$ cat config.mk
export PLATFORM = sky130hd
export DESIGN_NAME = ir_remote_edge_decoder
export DESIGN_NICKNAME = d
export VERILOG_FILES = /design/src/hdl/irdec_pkg.sv /design/src/hdl/ir_remote_edge_decoder.sv
export SDC_FILE = /design/constraint.sdc
export NUM_CORES = 1
export LEC_CHECK = 0
export BUFFER_PORTS_ARGS = -buffer_cell sky130_fd_sc_hd__buf_2
export CAP_MARGIN = 15
export CORE_UTILIZATION = 45
export CTS_BUF_LIST = sky130_fd_sc_hd__clkbuf_16
export DETAILED_ROUTE_END_ITERATION = 7
export GPL_TIMING_DRIVEN = 0
export SYNTH_ARGS = -nofsm -noshare
export SYNTH_HDL_FRONTEND = slang
export SYNTH_SLANG_ARGS = --single-unit
export TNS_END_PERCENT = 1
$ cat constraint.sdc
create_clock -name clk -period 5.65 [get_ports clk]
set_input_delay 0.2825 -clock clk [delete_from_list [all_inputs] [get_ports clk]]
set_output_delay 0.2825 -clock clk [all_outputs]
set_load 0.05 [all_outputs]
$ cat src/hdl/irdec_pkg.sv
// Shared protocol codes, classification windows and register indexes for the IR decoder.
`timescale 1ns / 1ps
`default_nettype none

package irdec_pkg;

    typedef enum logic [2:0] {
        PROTO_UNKNOWN = 3'd0,
        PROTO_RC5     = 3'd1,
        PROTO_RC6     = 3'd2,
        PROTO_SIRC    = 3'd3,
        PROTO_ERROR   = 3'd4
    } proto_t;

    // configuration register indexes
    localparam logic [2:0] CFG_RC5_SPLIT      = 3'd0;
    localparam logic [2:0] CFG_RC6_SPLIT      = 3'd1;
    localparam logic [2:0] CFG_RC6_WIDE_SPLIT = 3'd2;
    localparam logic [2:0] CFG_RC5_FRAME_BITS = 3'd3;
    localparam logic [2:0] CFG_RC6_FRAME_BITS = 3'd4;

    // register reset values
    localparam logic [7:0] RST_RC5_SPLIT      = 8'd63;
    localparam logic [7:0] RST_RC6_SPLIT      = 8'd30;
    localparam logic [7:0] RST_RC6_WIDE_SPLIT = 8'd53;
    localparam logic [7:0] RST_RC5_FRAME_BITS = 8'd12;
    localparam logic [7:0] RST_RC6_FRAME_BITS = 8'd21;

    // edge positions within a frame
    localparam logic [2:0] EDGE_LEAD     = 3'd2;
    localparam logic [2:0] EDGE_CLASSIFY = 3'd3;
    localparam logic [2:0] EDGE_DECODE   = 3'd4;
    localparam logic [2:0] EDGE_MAX      = 3'd7;

    // classification windows, inclusive
    localparam logic [7:0] WIN_SHORT_LO    = 8'd35;
    localparam logic [7:0] WIN_SHORT_HI    = 8'd50;
    localparam logic [7:0] WIN_RC5X_LO     = 8'd75;
    localparam logic [7:0] WIN_RC5X_HI     = 8'd95;
    localparam logic [7:0] WIN_RC6_LEAD_LO = 8'd105;
    localparam logic [7:0] WIN_RC6_LEAD_HI = 8'd145;
    localparam logic [7:0] WIN_SIRC_LO     = 8'd100;
    localparam logic [7:0] WIN_SIRC_HI     = 8'd130;
    localparam logic [7:0] WIN_SIRC_GAP_LO = 8'd21;
    localparam logic [7:0] WIN_SIRC_GAP_HI = 8'd33;

    // RC6 toggle bit positions
    localparam logic [7:0] RC6_TOGGLE_A = 8'd4;
    localparam logic [7:0] RC6_TOGGLE_B = 8'd5;

    localparam logic [15:0] CODE_BAD = 16'hffff;

endpackage

`default_nettype wire

$ cat src/hdl/ir_remote_edge_decoder.sv
// Top level of the IR remote edge decoder: input register, frame state, result register.
`timescale 1ns / 1ps
`default_nettype none

// IR remote edge decoder.
// Input channel (in_valid/in_ready): one beat per IR edge (action = 0) with the
// timer gap since the previous edge and the edge polarity, or a timeout beat
// (action = 1) that closes the frame. Edge beats produce no result; a timeout
// beat produces exactly one result beat on the output channel
// (out_valid/out_ready) carrying frame_valid, proto_id, code_word, bits_seen
// and toggle_bit, and then clears the frame state but for half_seen, toggle and lead gap.
// Timing: a beat is captured in the input register and processed in the
// next cycle (a few compares and one 16-bit shift), a timeout beat only once
// the output register is free, its result then going into that register. One beat per
// cycle is sustained; throughput is set only by the output register draining.
// Stalls: while a result waits in the output register, edge beats keep
// flowing; a timeout beat waits in the input register until the output
// register frees, and in_ready drops only then.
// Reset (rst_n low, asynchronous): frame state cleared, both registers empty,
// configuration registers back to 63/30/53/12/21.
// Configuration: cfg_write_en/cfg_index/cfg_data, to be written only while idle
// (the block itself does not enforce this); indexes above 4 are ignored.
module ir_remote_edge_decoder (
    input  wire logic        clk,
    input  wire logic        rst_n,
    // configuration write port
    input  wire logic        cfg_write_en,
    input  wire logic [2:0]  cfg_index,
    input  wire logic [7:0]  cfg_data,
    // input channel
    input  wire logic        in_valid,
    output logic             in_ready,
    input  wire logic        action,
    input  wire logic [7:0]  gap,
    input  wire logic        edge_level,
    // result channel
    output logic             out_valid,
    input  wire logic        out_ready,
    output logic             frame_valid,
    output logic [2:0]       proto_id,
    output logic [15:0]      code_word,
    output logic [7:0]       bits_seen,
    output logic             toggle_bit
);

    // configuration registers
    logic [7:0] rc5_split_reg, rc6_split_reg, rc6_wide_split_reg;
    logic [7:0] rc5_frame_bits_reg, rc6_frame_bits_reg;

    // input register
    logic       in_full_reg;
    logic       act_reg;
    logic [7:0] gap_reg;
    logic       level_reg;

    // frame state
    logic [2:0]        edge_index_reg, edge_index_next;
    logic [7:0]        lead_gap_reg, lead_gap_next;
    irdec_pkg::proto_t proto_state_reg, proto_state_next;
    logic [15:0]       shift_code_reg, shift_code_next;
    logic [7:0]        bit_counter_reg, bit_counter_next;
    logic              half_seen_reg, half_seen_next;
    logic              count_ok_reg, count_ok_next;
    logic              toggle_store_reg, toggle_store_next;

    // result register
    logic              out_full_reg;
    logic              out_frame_valid_reg;
    irdec_pkg::proto_t out_proto_reg;
    logic [15:0]       out_code_reg;
    logic [7:0]        out_bits_reg;
    logic              out_toggle_reg;

    logic stage_fire;
    logic timeout_fire;
    logic out_free;

    assign out_free     = !out_full_reg || out_ready;
    assign stage_fire   = in_full_reg && (!act_reg || out_free);
    assign timeout_fire = stage_fire && act_reg;
    assign in_ready     = !in_full_reg || stage_fire;

    // ---------------- configuration ----------------
    always_ff @(posedge clk or negedge rst_n)
    begin
        if (!rst_n)
        begin
            rc5_split_reg      <= irdec_pkg::RST_RC5_SPLIT;
            rc6_split_reg      <= irdec_pkg::RST_RC6_SPLIT;
            rc6_wide_split_reg <= irdec_pkg::RST_RC6_WIDE_SPLIT;
            rc5_frame_bits_reg <= irdec_pkg::RST_RC5_FRAME_BITS;
            rc6_frame_bits_reg <= irdec_pkg::RST_RC6_FRAME_BITS;
        end
        else if (cfg_write_en)
        begin
            case (cfg_index)
                irdec_pkg::CFG_RC5_SPLIT:      rc5_split_reg      <= cfg_data;
                irdec_pkg::CFG_RC6_SPLIT:      rc6_split_reg      <= cfg_data;
                irdec_pkg::CFG_RC6_WIDE_SPLIT: rc6_wide_split_reg <= cfg_data;
                irdec_pkg::CFG_RC5_FRAME_BITS: rc5_frame_bits_reg <= cfg_data;
                irdec_pkg::CFG_RC6_FRAME_BITS: rc6_frame_bits_reg <= cfg_data;
                default: ;
            endcase
        end
    end

    // ---------------- input register ----------------
    always_ff @(posedge clk or negedge rst_n)
    begin
        if (!rst_n)
        begin
            in_full_reg <= 1'b0;
        end
        else if (in_ready)
        begin
            in_full_reg <= in_valid;
        end
    end

    always_ff @(posedge clk)
    begin
        if (in_valid && in_ready)
        begin
            act_reg   <= action;
            gap_reg   <= gap;
            level_reg <= edge_level;
        end
    end

    // ---------------- frame state update ----------------
    logic [2:0] edge_inc;
    logic [7:0] bc_plus;
    logic       lead_short, lead_rc5x, lead_rc6, lead_sirc;
    logic       gap_short, gap_rc5x, gap_sirc;
    logic       man_short, man_bit;
    logic [7:0] man_frame_bits;
    logic [7:0] rc6_split_sel;

    always_comb
    begin
        edge_inc = (edge_index_reg != irdec_pkg::EDGE_MAX) ? edge_index_reg + 3'd1
                                                           : edge_index_reg;
        bc_plus  = bit_counter_reg + 8'd1;

        lead_short = lead_gap_reg >= irdec_pkg::WIN_SHORT_LO
                  && lead_gap_reg <= irdec_pkg::WIN_SHORT_HI;
        lead_rc5x  = lead_gap_reg >= irdec_pkg::WIN_RC5X_LO
                  && lead_gap_reg <= irdec_pkg::WIN_RC5X_HI;
        lead_rc6   = lead_gap_reg >= irdec_pkg::WIN_RC6_LEAD_LO
                  && lead_gap_reg <= irdec_pkg::WIN_RC6_LEAD_HI;
        lead_sirc  = lead_gap_reg >= irdec_pkg::WIN_SIRC_LO
                  && lead_gap_reg <= irdec_pkg::WIN_SIRC_HI;
        gap_short  = gap_reg >= irdec_pkg::WIN_SHORT_LO && gap_reg <= irdec_pkg::WIN_SHORT_HI;
        gap_rc5x   = gap_reg >= irdec_pkg::WIN_SHORT_LO && gap_reg <= irdec_pkg::WIN_RC5X_HI;
        gap_sirc   = gap_reg >= irdec_pkg::WIN_SIRC_GAP_LO
                  && gap_reg <= irdec_pkg::WIN_SIRC_GAP_HI;

        // RC6 toggle bits use the wider split
        rc6_split_sel = (bit_counter_reg == irdec_pkg::RC6_TOGGLE_A
                      || bit_counter_reg == irdec_pkg::RC6_TOGGLE_B)
                      ? rc6_wide_split_reg : rc6_split_reg;

        // RC5 bits are inverted relative to the edge polarity
        if (proto_state_reg == irdec_pkg::PROTO_RC5)
        begin
            man_short      = gap_reg < rc5_split_reg;
            man_bit        = !level_reg;
            man_frame_bits = rc5_frame_bits_reg;
        end
        else
        begin
            man_short      = gap_reg < rc6_split_sel;
            man_bit        = level_reg;
            man_frame_bits = rc6_frame_bits_reg;
        end

        edge_index_next   = edge_index_reg;
        lead_gap_next     = lead_gap_reg;
        proto_state_next  = proto_state_reg;
        shift_code_next   = shift_code_reg;
        bit_counter_next  = bit_counter_reg;
        half_seen_next    = half_seen_reg;
        count_ok_next     = count_ok_reg;
        toggle_store_next = toggle_store_reg;

        if (stage_fire)
        begin
            if (act_reg)
            begin
                // timeout closes the frame; half_seen, toggle and lead gap persist
                shift_code_next  = '0;
                bit_counter_next = '0;
                edge_index_next  = '0;
                count_ok_next    = 1'b0;
                proto_state_next = irdec_pkg::PROTO_UNKNOWN;
            end
            else
            begin
                edge_index_next = edge_inc;
                if (edge_inc == irdec_pkg::EDGE_LEAD)
                begin
                    lead_gap_next = gap_reg;
                end
                else if (edge_inc == irdec_pkg::EDGE_CLASSIFY)
                begin
                    if (lead_short && gap_short)
                    begin
                        proto_state_next = irdec_pkg::PROTO_RC5;
                        half_seen_next   = 1'b0;
                    end
                    else if (lead_rc5x && gap_rc5x)
                    begin
                        proto_state_next = irdec_pkg::PROTO_RC5;
                        if (gap_reg < rc5_split_reg)
                        begin
                            half_seen_next  = 1'b1;
                            shift_code_next = 16'd1;
                        end
                        else
                        begin
                            half_seen_next   = 1'b0;
                            bit_counter_next = 8'd1;
                            shift_code_next  = 16'd3;
                        end
                    end
                    else if (lead_rc6 && gap_short)
                    begin
                        proto_state_next = irdec_pkg::PROTO_RC6;
                        half_seen_next   = 1'b1;
                    end
                    else if (lead_sirc && gap_sirc)
                    begin
                        proto_state_next = irdec_pkg::PROTO_SIRC;
                    end
                    else
                    begin
                        proto_state_next = irdec_pkg::PROTO_UNKNOWN;
                    end
                end
                else if (edge_inc >= irdec_pkg::EDGE_DECODE)
                begin
                    if (proto_state_reg == irdec_pkg::PROTO_RC5
                        || proto_state_reg == irdec_pkg::PROTO_RC6)
                    begin
                        // Manchester step
                        if (half_seen_reg == man_short)
                        begin
                            half_seen_next   = 1'b0;
                            bit_counter_next = bc_plus;
                            shift_code_next  = {shift_code_reg[14:0], man_bit};
                            count_ok_next    = bc_plus == man_frame_bits;
                            if (proto_state_reg == irdec_pkg::PROTO_RC6
                                && bc_plus == irdec_pkg::RC6_TOGGLE_B)
                            begin
                                toggle_store_next = man_bit;
                            end
                        end
                        else if (!half_seen_reg && man_short)
                        begin
                            half_seen_next = 1'b1;
                        end
                        else
                        begin
                            proto_state_next = irdec_pkg::PROTO_ERROR;
                        end
                    end
                    else
                    begin
                        shift_code_next = irdec_pkg::CODE_BAD;
                    end
                end
            end
        end
    end

    always_ff @(posedge clk or negedge rst_n)
    begin
        if (!rst_n)
        begin
            edge_index_reg   <= '0;
            lead_gap_reg     <= '0;
            proto_state_reg  <= irdec_pkg::PROTO_UNKNOWN;
            shift_code_reg   <= '0;
            bit_counter_reg  <= '0;
            half_seen_reg    <= 1'b0;
            count_ok_reg     <= 1'b0;
            toggle_store_reg <= 1'b0;
        end
        else
        begin
            edge_index_reg   <= edge_index_next;
            lead_gap_reg     <= lead_gap_next;
            proto_state_reg  <= proto_state_next;
            shift_code_reg   <= shift_code_next;
            bit_counter_reg  <= bit_counter_next;
            half_seen_reg    <= half_seen_next;
            count_ok_reg     <= count_ok_next;
            toggle_store_reg <= toggle_store_next;
        end
    end

    // ---------------- result register ----------------
    always_ff @(posedge clk or negedge rst_n)
    begin
        if (!rst_n)
        begin
            out_full_reg <= 1'b0;
        end
        else if (timeout_fire)
        begin
            out_full_reg <= 1'b1;
        end
        else if (out_ready)
        begin
            out_full_reg <= 1'b0;
        end
    end

    always_ff @(posedge clk)
    begin
        if (timeout_fire)
        begin
            out_frame_valid_reg <= count_ok_reg
                                && proto_state_reg != irdec_pkg::PROTO_ERROR
                                && proto_state_reg != irdec_pkg::PROTO_UNKNOWN;
            out_proto_reg       <= proto_state_reg;
            out_code_reg        <= shift_code_reg;
            out_bits_reg        <= bit_counter_reg;
            out_toggle_reg      <= toggle_store_reg;
        end
    end

    assign out_valid   = out_full_reg;
    assign frame_valid = out_frame_valid_reg;
    assign proto_id    = out_proto_reg;
    assign code_word   = out_code_reg;
    assign bits_seen   = out_bits_reg;
    assign toggle_bit  = out_toggle_reg;

    // ---------------- assertions ----------------
    // a new result only ever comes from a timeout beat
    a_result_from_timeout: assert property (@(posedge clk) disable iff (!rst_n)
        $rose(out_full_reg) |-> $past(timeout_fire))
        else $error("result beat without a timeout");

    // a timeout leaves a clean frame
    a_timeout_clears: assert property (@(posedge clk) disable iff (!rst_n)
        timeout_fire |=> (edge_index_reg == '0 && bit_counter_reg == '0
                          && proto_state_reg == irdec_pkg::PROTO_UNKNOWN))
        else $error("frame state not cleared by timeout");

    // a waiting beat in the input register is never lost
    a_input_held: assert property (@(posedge clk) disable iff (!rst_n)
        (in_full_reg && !stage_fire) |=> (in_full_reg && $stable(gap_reg)
                                          && $stable(act_reg)))
        else $error("input register overwritten");

    // a valid frame is always RC5 or RC6
    a_valid_proto: assert property (@(posedge clk) disable iff (!rst_n)
        (out_full_reg && out_frame_valid_reg) |->
            (out_proto_reg == irdec_pkg::PROTO_RC5 || out_proto_reg == irdec_pkg::PROTO_RC6))
        else $error("frame_valid on a non-Manchester protocol");

endmodule

`default_nettype wire

==> Word-level counts from Yosys, hierarchy flattened <==
Cells that the tools add are included.
{ "totals": {"elab_cells": 172, "regBits": 122, "out_inout_bits": 31} }
{ "classes": {"addsub": 2, "bitwise_logic": 3, "n_mux": 52, "n_lt_le_gt_ge": 16, "n_reduce_logical": 52, "eq_ne": 24} }
{ "op_table": {"columns": ["cell", "count"], "rows": [
  ["two-way mux 16 bit", 8],
  ["two-way mux 8 bit", 11],
  ["two-way mux 3 bit", 9],
  ["== test 8 x 3 -> 1 bit (second input constant)", 3],
  ["greater-or-equal comparator 8 x 7 -> 1 bit (second input constant)", 3],
  ["<= comparator 8 x 6 -> 1 bit (second input constant)", 3],
  ["two-way mux 1 bit", 19],
  ["logical AND 1 bit", 18],
  ["inequality test 3 bit (second input constant)", 6],
  ["AND reduction 6 bit", 3],
  ["greater-or-equal comparator 8 x 6 -> 1 bit (second input constant)", 2],
  ["<= comparator 8 x 7 -> 1 bit (second input constant)", 2],
  ["<= comparator 8 bit (second input constant)", 2],
  ["< comparator 8 bit", 2],
  ["AND reduction 8 bit", 2],
  ["== test 3 x 2 -> 1 bit (second input constant)", 5],
  ["nonzero test 3 bit", 5],
  ["nonzero test 2 bit", 6],
  ["two-way mux 2 bit", 5],
  ["AND reduction 2 bit", 5],
  ["adder 8 x 1 -> 8 bit (second input constant)", 1],
  ["== test 8 bit", 1],
  ["greater-or-equal comparator 8 x 5 -> 1 bit (second input constant)", 1],
  ["AND reduction 7 bit", 1],
  ["other kinds (14)", 26]
]} }

==> Depth between registers and ports, before layout <==
Gate-level depths: netlist of the first run.
{ "logic_depth": {"ltp_word": 13, "depth_mapped": 19} }

==> Worst setup path before layout of the first run <==
OpenSTA, ideal clock, no wires.
{ "synth_path": {"kind": "flip-flop to flip-flop", "from": "register bit_counter_reg[3]", "to": "register shift_code_reg[0]", "period_less_slack_ps": 3699, "setup_slack_ps": 1951, "stages_incl_launch_ff": 16, "t_arrival_ps": 3574, "setup_ps": 125, "path_cell_list": "dfrtp_1 > or4_1 > nor4b_2 > buf_6 > mux2i_1 > ha_1 > a21o_1 > a211oi_1 > a22oi_1 > o21ai_1 > ha_1 > o31ai_1 > a21oi_1 > o21a_1 > buf_6 > mux2_2"} }
{ "synth_between": {"elab_chain_len": 8, "elab_cells_between_ends": 9, "cone_classes": "order compare: 1; eq/ne: 4; mux: 2; reduce/logical: 2"} }
{ "synth_lines": {"columns": ["item", "line_no", "rtl"], "rows": [
  ["start, declared", "ir_remote_edge_decoder.sv:61", "logic [7:0] bit_counter_reg, bit_counter_next;"],
  ["start signal, assigned", "ir_remote_edge_decoder.sv:295", "bit_counter_reg <= bit_counter_next;"],
  ["== test 8 x 3 -> 1 bit, on equally long branches", "ir_remote_edge_decoder.sv:159, ir_remote_edge_decoder.sv:160", null],
  ["logical OR 1 bit *", "ir_remote_edge_decoder.sv:160", "|| bit_counter_reg == irdec_pkg::RC6_TOGGLE_B)"],
  ["two-way mux 8 bit *", "ir_remote_edge_decoder.sv:161", "? rc6_wide_split_reg : rc6_split_reg;"],
  ["< comparator 8 bit *", "ir_remote_edge_decoder.sv:172", "man_short = gap_reg < rc6_split_sel;"],
  ["two-way mux 1 bit *", "ir_remote_edge_decoder.sv:164", "if (proto_state_reg == irdec_pkg::PROTO_RC5)"],
  ["== test 1 bit *", "ir_remote_edge_decoder.sv:246", "if (half_seen_reg == man_short)"],
  ["inequality test 4 x 3 -> 1 bit (no line) *", null, null],
  ["AND reduction 6 bit (no line) *", null, null],
  ["end signal, assigned", "ir_remote_edge_decoder.sv:294", "shift_code_reg <= shift_code_next;"],
  ["end, declared", "ir_remote_edge_decoder.sv:60", "logic [15:0] shift_code_reg, shift_code_next;"]
]} }
Mark *: on every way between the ends. The rest lies on a longest branch, timed or not.
A chain may end at the register's enable or synchronous reset.

==> Worst setup path in the final report of the first run <==
{ "layout_path": {"from": "register bit_counter_reg[0]", "to": "register shift_code_reg[13]"} }
Same word-level chain as after synthesis.

==> out/qor.yml, run 1 <==
outcome:
  status: "completed"
grt:
  grt_pass1_vias: 3773
  grt_pass1_wl_um: 18700
  overflow: 0
  antenna_found_initial: 0
  track_usage_pct: 18.8
  grt_max_degree: 61
synth:
  yosysUniqueCellTypes: 57
  ys.flop_type: "dfrtp_1"
  synth-xor-area-share_pct: 2.71
  synth_fa_ha_area_share_pct: 4.31
  synth_nets: 509
  async_reset_ff_share_pct: 68.0
  netlist_top_cells_area: "dfrtp_1, edfxtp_1, mux2_2, dfstp_2, mux2i_1"
  ys_seq_elements: 122
  synth_edf_count: 39
  synthDominantCellAreaShare_pct: 27.6
  seq_area_frac_synth_pct: 56.3
  yosysMostFrequentCell: "dfrtp_1"
  synth_area_um2: 5810
  synth_compound_area_share_pct: 9.15
  avgSynthCellArea_um2: 12.5
  yosys-top-cells-count: "dfrtp_1, mux2_2, edfxtp_1"
  syn_inst: 463
  yosysWarnings: 0
  synth_top_family_by_area: "multiplexers"
  yosys.area.top_type: "dfrtp_1"
  muxShareOfSynthArea_pct: 14.8
  synth_simple_gate_area_share_pct: 9.52
clocking:
  cts.htree.levels: 4
  clockBufferDepth: 2
  cts_root_buffer: "clkbuf_16"
  cts.sinks: 122
  clk_pin_slew_ns: 0.05
  post-cts-setup-buffers: 0
  cts_resized: 0
  cts_made_buffers: 17
  cts_tree: "yes"
  clk_latency_ns: 0.41
cells_and_area:
  drive_gt1_share_pct: 29.9
  final_cells: 724
  filler_cell_count: 1137
  syn_to_final_growth_pct: 18.8
  multi_input_area_um2: 2350
  seqCellArea_um2: 3270
  finalNetCount: 585
  diodes: 0
setup_path:
  critPathMostFrequentCell: "ha_1"
  r2r_cells: 19
  critPathKind: "reg -> reg"
  slowest_stage: "dfrtp_1"
  crit_path_end_kind: "flop"
  rr_startpoint: "bit_counter_reg[0]"
  cp_cell_sequence: "clkbuf_1 -> inv_1 -> ha_1 -> nor2_1 -> nor4b_2 -> buf_6 -> mux2i_1 -> ha_1 -> a21o_1 -> a211oi_1 -> a22oi_1 -> o21ai_1 -> ha_1 -> o31ai_1 -> a21oi_1 -> o21a_1 -> buf_6 -> buf_8 -> mux2i_1"
  startpoint: "bit_counter_reg[0]"
  critical_path_arrival_ns: 4.53
  worstPathRequired_ns: 5.93
  slowest_delay_ns: 0.42
  startpoint_type: "flop"
  worst-path-max-fanout: 10
pwr:
  cellPowerDensity_nw_per_um2: 446
  peakVddDrop_mv: 0.176
  p_leak_nw: 2.91
placed_design:
  portBuffers: 54
  numPlacedInstances: 691
  dp_hpwl_um: 8170
  gp_congestion: 0.803
sta:
  slew_violations: 0
  hold_viol: 0
  rsz0062_at_grt: "false"
  period_minus_slack_ns: 4.24
  final-setup-viol-count: 0
  relSlewSlack_pct: 40.2
  fin_worst_skew_ns: 0.00853
  fin_crit_sh_pct: 75.1
  fmax_ghz: 0.236
  tightest_slew_ns: 0.895
  tns_ns: 0
die:
  design.die.area_um2: 13400
  dieWidth_um: 116
  die-height_um: 116
  ios: 57
  row_count: 41
  initial_core_util_pct: 46.0
  fp.coreArea_um2: 12600
hold_path:
  min_path_type: "in -> reg"
  hold_start: "edge_level"
  holdPathStages: 1
detailed_routing:
  postRouteAntennaNets: 0
  num_vias: 3762
  wire_per_inst_um: 15.5
  route.detailed.drc: 0
  viasPerCell: 5.20
  first_pass_iters: 4
  wl_um: 11200
  drt-initial-drc-count: 144
job:
  drv_cap: 0
[area by class of cell]
cell class	instances	area share, %
Clock inverter	14	1.31
Sequential cell	122	47.4
Tap cell	172	3.12
Buffer	13	1.12
Multi-Input combinational cell	300	34.1
Inverter	28	1.52
Clock buffer	18	6.53
Timing Repair Buffer	57	4.89
[stage by stage]
stage	hold slack, ns	util, %	power (W)	instance area [um^2]	worst slack [ns]
5_1_grt	0.0280	54.7	0.00327	6900	1.21
3_5_place_dp	0.217	50.3	0.00212	6350	1.44
4_1_cts	0.0256	54.7	0.00311	6900	1.40
6_report	0.0464	54.7	0.00308	6900	1.41
2_1_floorplan	-0.0131	-	0.00191	5810	1.95
3_3_place_gp	0.432	49.9	0.00208	6290	1.52
[cell usage in the layout, fill, tap and decap left out, drive strengths merged, types with 11 or more instances in the layout]
cell type	instances
dfrtp	64
buf	62
mux2	49
edfxtp	39
inv	35
o21ai	32
mux2i	31
clkbuf	25
nand2	23
ha	20
dfstp	19
nor2	19
xor2	11
[power by group]
part / total [W] / switching (W) / internal [W] / leakage, nW
Combinational: 0.000784 / 0.000445 / 0.000338 / 1.25
Clock: 0.000975 / 0.000360 / 0.000615 / 0.293
Sequential: 0.00132 / 0.000159 / 0.00116 / 1.37
[timing repair]
item,in CTS,in global routing
setup endpoints to repair,0,0
hold endpoints to repair,12,0
hold buffers,1,0
[per-layer routing]
layer / global-route usage, % / wire, um / vias up
li1: - / - / 1837
met1: 23.5 / 5220 / 1845
met2: 31.1 / 5500 / 64
met3: 4.50 / 333 / 16
met4: 8.46 / 176 / 0
met5: 0 / 0 / -
[logic make-up (layout without fill, tap and decap cells)]
family,count (synthesis),after routing
mux,80,80
simple gates,100,100
xor+xnor,18,18
buf+inv,41,130
fa+ha+maj,20,20
flops,122,122
compound gates,82,82
[worst paths after layout]
path,end,slack [ns]
min in group asynchronous,rc5_split_reg[6],0.33
max,shift_code_reg[13],1.41
max reg2reg,shift_code_reg[13],1.41
min,level_reg,0.05
max in group asynchronous,rc6_frame_bits_reg[2],4.68
min reg2reg,code_word[15],0.45
[worst max-delay path: cells and delay by family, from the launching register on]
kind	cells	cell delay, ns
muxes	2	0.37
adders and majority gates	3	0.75
buffers and inverters	5	0.84
DFF	1	0.42
AOI/OAI and AO/OA	7	1.29
and+or+nand+nor	2	0.43
(Power assumes the default switching activity.)
==> run 2, diff against run 1 <==
==> constraint.sdc (replaced) <==
create_clock -name clk -period 4.3 [get_ports clk]
set_input_delay 0.215 -clock clk [delete_from_list [all_inputs] [get_ports clk]]
set_output_delay 0.215 -clock clk [all_outputs]
set_load 0.05 [all_outputs]
==> out/qor.yml, run 2 (synthesis gave the netlist of run 1 again) <==
detailed_routing:
  num_vias: 3810
  route.detailed.drc: 0
  drt-initial-drc-count: 176
  wl_um: 11300
  viasPerCell: 5.16
  wire_per_inst_um: 15.4
  first_pass_iters: 4
  postRouteAntennaNets: 0
sta:
  fin_crit_sh_pct: 94.7
  fmax_ghz: 0.246
  relSlewSlack_pct: 37.4
  tns_ns: 0
  final-setup-viol-count: 0
  tightest_slew_ns: 0.937
  slew_violations: 0
  rsz0062_at_grt: "false"
  whs_ns: 0.0783
  hold_viol: 0
  fin_worst_skew_ns: 0.00808
  period_minus_slack_ns: 4.07
grt:
  grt_max_degree: 61
  track_usage_pct: 18.9
  grt_pass1_vias: 3818
  antenna_found_initial: 0
  grt_pass1_wl_um: 18800
  overflow: 0
die:
  dieWidth_um: 116
  initial_core_util_pct: 46.0
  row_count: 41
  ios: 57
  die-height_um: 116
  fp.coreArea_um2: 12600
  design.die.area_um2: 13400
cells_and_area:
  design_area_um2: 7050
  mostFrequentLayoutCell: "dfrtp_1"
  syn_to_final_growth_pct: 21.4
  filler_cell_count: 1118
  seqCellArea_um2: 3270
  drive_gt1_share_pct: 30.0
  multi_input_area_um2: 2370
  diodes: 0
  finalNetCount: 599
  final_cell_mix: "dfrtp_1, buf_2, mux2_2"
clocking:
  cts_tree: "yes"
  cts.htree.levels: 4
  cts_made_buffers: 17
  clockBufferDepth: 2
  clk_latency_ns: 0.41
  clk_pin_slew_ns: 0.05
  cts_root_buffer: "clkbuf_16"
  cts.sinks: 122
placed_design:
  postPlaceCellArea_um2: 6350
  dp_hpwl_um: 8170
  portBuffers: 54
  gp_congestion: 0.803
outcome:
  status: "completed"
pwr:
  cellPowerDensity_nw_per_um2: 579
  p_comb_share_pct: 26.1
  peakVddDrop_mv: 0.234
  switching_share_pct: 31.4
  p_switching_w: 0.00128
  p_leak_nw: 2.97
  p_seq_share_pct: 42.5
  p_int_w: 0.00280
  clockPowerShare_pct: 31.5
setup_path:
  critPathKind: "reg -> reg"
  worstPathRequired_ns: 4.58
  startpoint_type: "flop"
  crit_path_end_kind: "flop"
  worst-path-max-fanout: 10
  rrSetupSlack_ns: 0.23
  critical_path_arrival_ns: 4.35
hold_path:
  min_path_type: "in -> reg"
job:
  drv_cap: 0
==> run 2: cell types whose count changed in the layout (fill, tap and decap cells not counted), sizes merged <==
cell	previous run	this run
buf	62	65
dlygate4sd3	1	12
==> run 2: worst paths after layout <==
path	depth (start not counted)	endpoint	startpoint
min	3	rc5_split_reg[5]	cfg_data[5]
max in group asynchronous	3	rc6_frame_bits_reg[2]	rst_n
min in group asynchronous	2	rc5_split_reg[6]	rst_n
max	16	shift_code_reg[13]	bit_counter_reg[3]
min reg2reg	0	code_word[15]	shift_code_reg[15]
max reg2reg	16	shift_code_reg[13]	bit_counter_reg[3]
==> run 2: timing repair <==
action / in CTS / in global routing
buffers inserted: 0 / 3
hold buffers: 12 / 0
gates resized for setup: 0 / 3
setup endpoints to repair: 0 / 17
endpoints found under the hold margin: 34 / 0
==> run 2: power groups by stage <==
stage	Combinational (W)	Clock (W)	Sequential, W
6_report	0.00106	0.00128	0.00173
5_1_grt	0.00119	0.00137	0.00178
4_1_cts	0.00105	0.00131	0.00173
3_5_place_dp	0.00104	0	0.00175
3_3_place_gp	0.00100	0	0.00174
2_1_floorplan	0.000695	0	0.00181
==> run 2: through the flow <==
stage / util (%) / total power (W) / setup slack (ns) / std cells
2_1_floorplan: - / 0.00251 / 0.601 / 463
4_1_cts: 55.6 / 0.00410 / 0.0543 / 735
5_1_grt: 55.9 / 0.00433 / 0.0606 / 738
6_report: 55.9 / 0.00408 / 0.230 / 738
3_5_place_dp: 50.3 / 0.00279 / 0.0873 / 691
3_3_place_gp: 49.9 / 0.00274 / 0.168 / 689
==> run 2: critical path, stage by stage (launching register included) <==
cell and delay [ns]:
dfrtp_1 0.43, or4_1 0.59, nor4b_4 0.33, buf_6 0.16, mux2i_1 0.22, ha_1 0.28, a21o_1 0.20, a211oi_2 0.24
a22oi_1 0.12, o21ai_1 0.13, ha_1 0.30, o31ai_1 0.26, a21oi_1 0.07, o21a_1 0.19, buf_6 0.14, buf_8 0.15
mux2i_1 0.13
==> run 2: cell type report <==
type                    instances  area share [%]
flip-flops and latches        122            46.4
repair buffers                 71            6.67
clock inverters                14            1.28
clock buffers                  18            6.39
inverters                      28            1.49
multi-input cells             300            33.6
well taps                     172            3.05
plain buffers                  13            1.10
==> run 2: routing by layer <==
layer	up-vias	share of wire, %	track usage (%)
li1	1863	-	-
met3	14	2.9	4.50
met5	-	0	0
met2	69	50	31.5
met4	0	1.5	8.46
met1	1864	46	23.6
==> run 3, diff against run 2 <==
--- a/config.mk
+++ b/config.mk
@@ -11,6 +11,7 @@
 export CTS_BUF_LIST = sky130_fd_sc_hd__clkbuf_16
 export DETAILED_ROUTE_END_ITERATION = 7
 export GPL_TIMING_DRIVEN = 0
+export REMOVE_ABC_BUFFERS = 1
 export SYNTH_ARGS = -nofsm -noshare
 export SYNTH_HDL_FRONTEND = slang
 export SYNTH_SLANG_ARGS = --single-unit
==> out/qor.yml, run 3 (synthesis gave the netlist of run 1 again) <==
clocking:
  clk_latency_ns: 0.42
  cts.sinks: 122
  cts_tree: "yes"
  cts_root_buffer: "clkbuf_16"
  cts.htree.levels: 4
  clk_pin_slew_ns: 0.05
  clockBufferDepth: 2
  cts_made_buffers: 17
detailed_routing:
  drt-initial-drc-count: 135
  route.detailed.drc: 0
  wire_per_inst_um: 15.4
  num_vias: 3807
  wl_um: 11200
  viasPerCell: 5.24
  first_pass_iters: 4
  postRouteAntennaNets: 0
die:
  row_count: 41
  fp.coreArea_um2: 12600
  dieWidth_um: 116
  initial_core_util_pct: 46.0
  design.die.area_um2: 13400
  ios: 57
  die-height_um: 116
sta:
  fin_crit_sh_pct: 95.7
  slew_violations: 0
  tightest_slew_ns: 0.996
  final-setup-viol-count: 0
  relSlewSlack_pct: 33.4
  tns_ns: 0
  hold_viol: 0
  fin_worst_skew_ns: 0.00827
  rsz0062_at_grt: "false"
  fmax_ghz: 0.243
  period_minus_slack_ns: 4.12
pwr:
  cellPowerDensity_nw_per_um2: 587
  p_total_w: 0.00410
  p_leak_nw: 2.94
  peakVddDrop_mv: 0.414
grt:
  grt_pass1_vias: 3842
  grt_max_degree: 46
  grt_pass1_wl_um: 18800
  overflow: 0
  track_usage_pct: 18.9
  antenna_found_initial: 0
cells_and_area:
  syn_to_final_growth_pct: 20.4
  finalNetCount: 587
  final_cells: 726
  post-route-util_pct: 55.4
  diodes: 0
  multi_input_area_um2: 2380
  final_cell_mix: "dfrtp_1, buf_2, mux2_2"
  mostFrequentLayoutCell: "dfrtp_1"
  filler_cell_count: 1108
  drive_gt1_share_pct: 29.8
  seqCellArea_um2: 3270
  design_area_um2: 7000
hold_path:
  holdPathStages: 3
  hold_start: "cfg_data[5]"
  min_to: "rc5_split_reg[5]"
  min_path_type: "in -> reg"
setup_path:
  cp_top_family: "compound AO/OA/AOI/OAI gates"
  cp_cell_sequence: "or4_1 -> nor4b_4 -> mux2i_1 -> ha_1 -> a21o_1 -> a211oi_1 -> a22oi_1 -> o21ai_1 -> ha_1 -> o31ai_1 -> a21oi_1 -> o21a_4 -> mux2_2"
  rr_startpoint: "bit_counter_reg[3]"
  critPathMostFrequentCell: "ha_1"
  worstPathRequired_ns: 4.59
  r2r_cells: 13
  critical_path_arrival_ns: 4.41
  slowest_delay_ns: 0.59
  worst-path-buf-inv: 0
  worst-path-max-fanout: 16
  crit_path_end_kind: "flop"
  timing.rr.end: "shift_code_reg[1]"
  startpoint_type: "flop"
  rrSetupSlack_ns: 0.18
  critPathKind: "reg -> reg"
  slowest_stage: "or4_1"
job:
  drv_cap: 0
placed_design:
  gp_congestion: 0.816
  portBuffers: 56
  numPlacedInstances: 681
  postPlaceCellArea_um2: 6280
  dp_hpwl_um: 7960
outcome:
  status: "completed"
==> run 3: worst max path at each step <==
stage / from / end / slack (ns) / cells after the start
floorplan: bit_counter_reg[3] / shift_code_reg[0] / -0.08 / 13
global placement: bit_counter_reg[5] / shift_code_reg[1] / -0.83 / 13
detailed placement: bit_counter_reg[3] / shift_code_reg[0] / -0.29 / 14
CTS: bit_counter_reg[4] / shift_code_reg[1] / 0.08 / 13
global route: bit_counter_reg[5] / shift_code_reg[0] / 0.06 / 13
finish: bit_counter_reg[3] / shift_code_reg[1] / 0.18 / 13
==> run 3: layout make-up <==
type                    instances  share of cell area, %
clock buffers                  18                   6.44
clock inverters                14                   1.63
inverters                      28                   1.50
multi-input cells             300                   34.0
flip-flops and latches        122                   46.8
well taps                     172                   3.08
repair buffers                 72                   6.63
==> run 3: what timing repair did <==
action,4_1_cts,5_1_grt
endpoints found under the setup margin,16,2
hold endpoints to repair,39,0
resized for setup,2,1
setup buffers,0,0
hold buffers,12,0
==> run 3: report_power, final <==
group          total, W  leakage [nW]  internal, W  switching (W)
Sequential      0.00174          1.37      0.00152       0.000221
Clock           0.00134         0.296     0.000865       0.000472
Combinational   0.00102          1.27     0.000443       0.000580
==> run 3: per-stage QoR <==
| stage | hold WS (ns) | setup WS [ns] |
|---|---|---|
| 2_1_floorplan | -0.0806 | -0.0813 |
| 6_report | 0.0702 | 0.183 |
| 3_5_place_dp | 0.240 | -0.294 |
| 4_1_cts | 0.0524 | 0.0788 |
| 3_3_place_gp | 0.393 | -0.826 |
| 5_1_grt | 0.0807 | 0.0633 |
==> run 3: worst register-to-register path, stage by stage, from the launching register on <==
cell and delay (ns):
dfrtp_1 0.43, or4_1 0.59, nor4b_4 0.38, mux2i_1 0.30
ha_1 0.29, a21o_1 0.20, a211oi_1 0.31, a22oi_1 0.14
o21ai_1 0.12, ha_1 0.30, o31ai_1 0.25, a21oi_1 0.08
o21a_4 0.32, mux2_2 0.30
==> run 3: per-layer routing <==
metal  wire length [um]  vias up  global-route usage [%]
li1                   -     1844                       -
met1               5210     1895                    23.2
met2               5520       60                    31.3
met3                383        8                    5.91
met4                 95        0                    7.01
met5                  0        -                       0
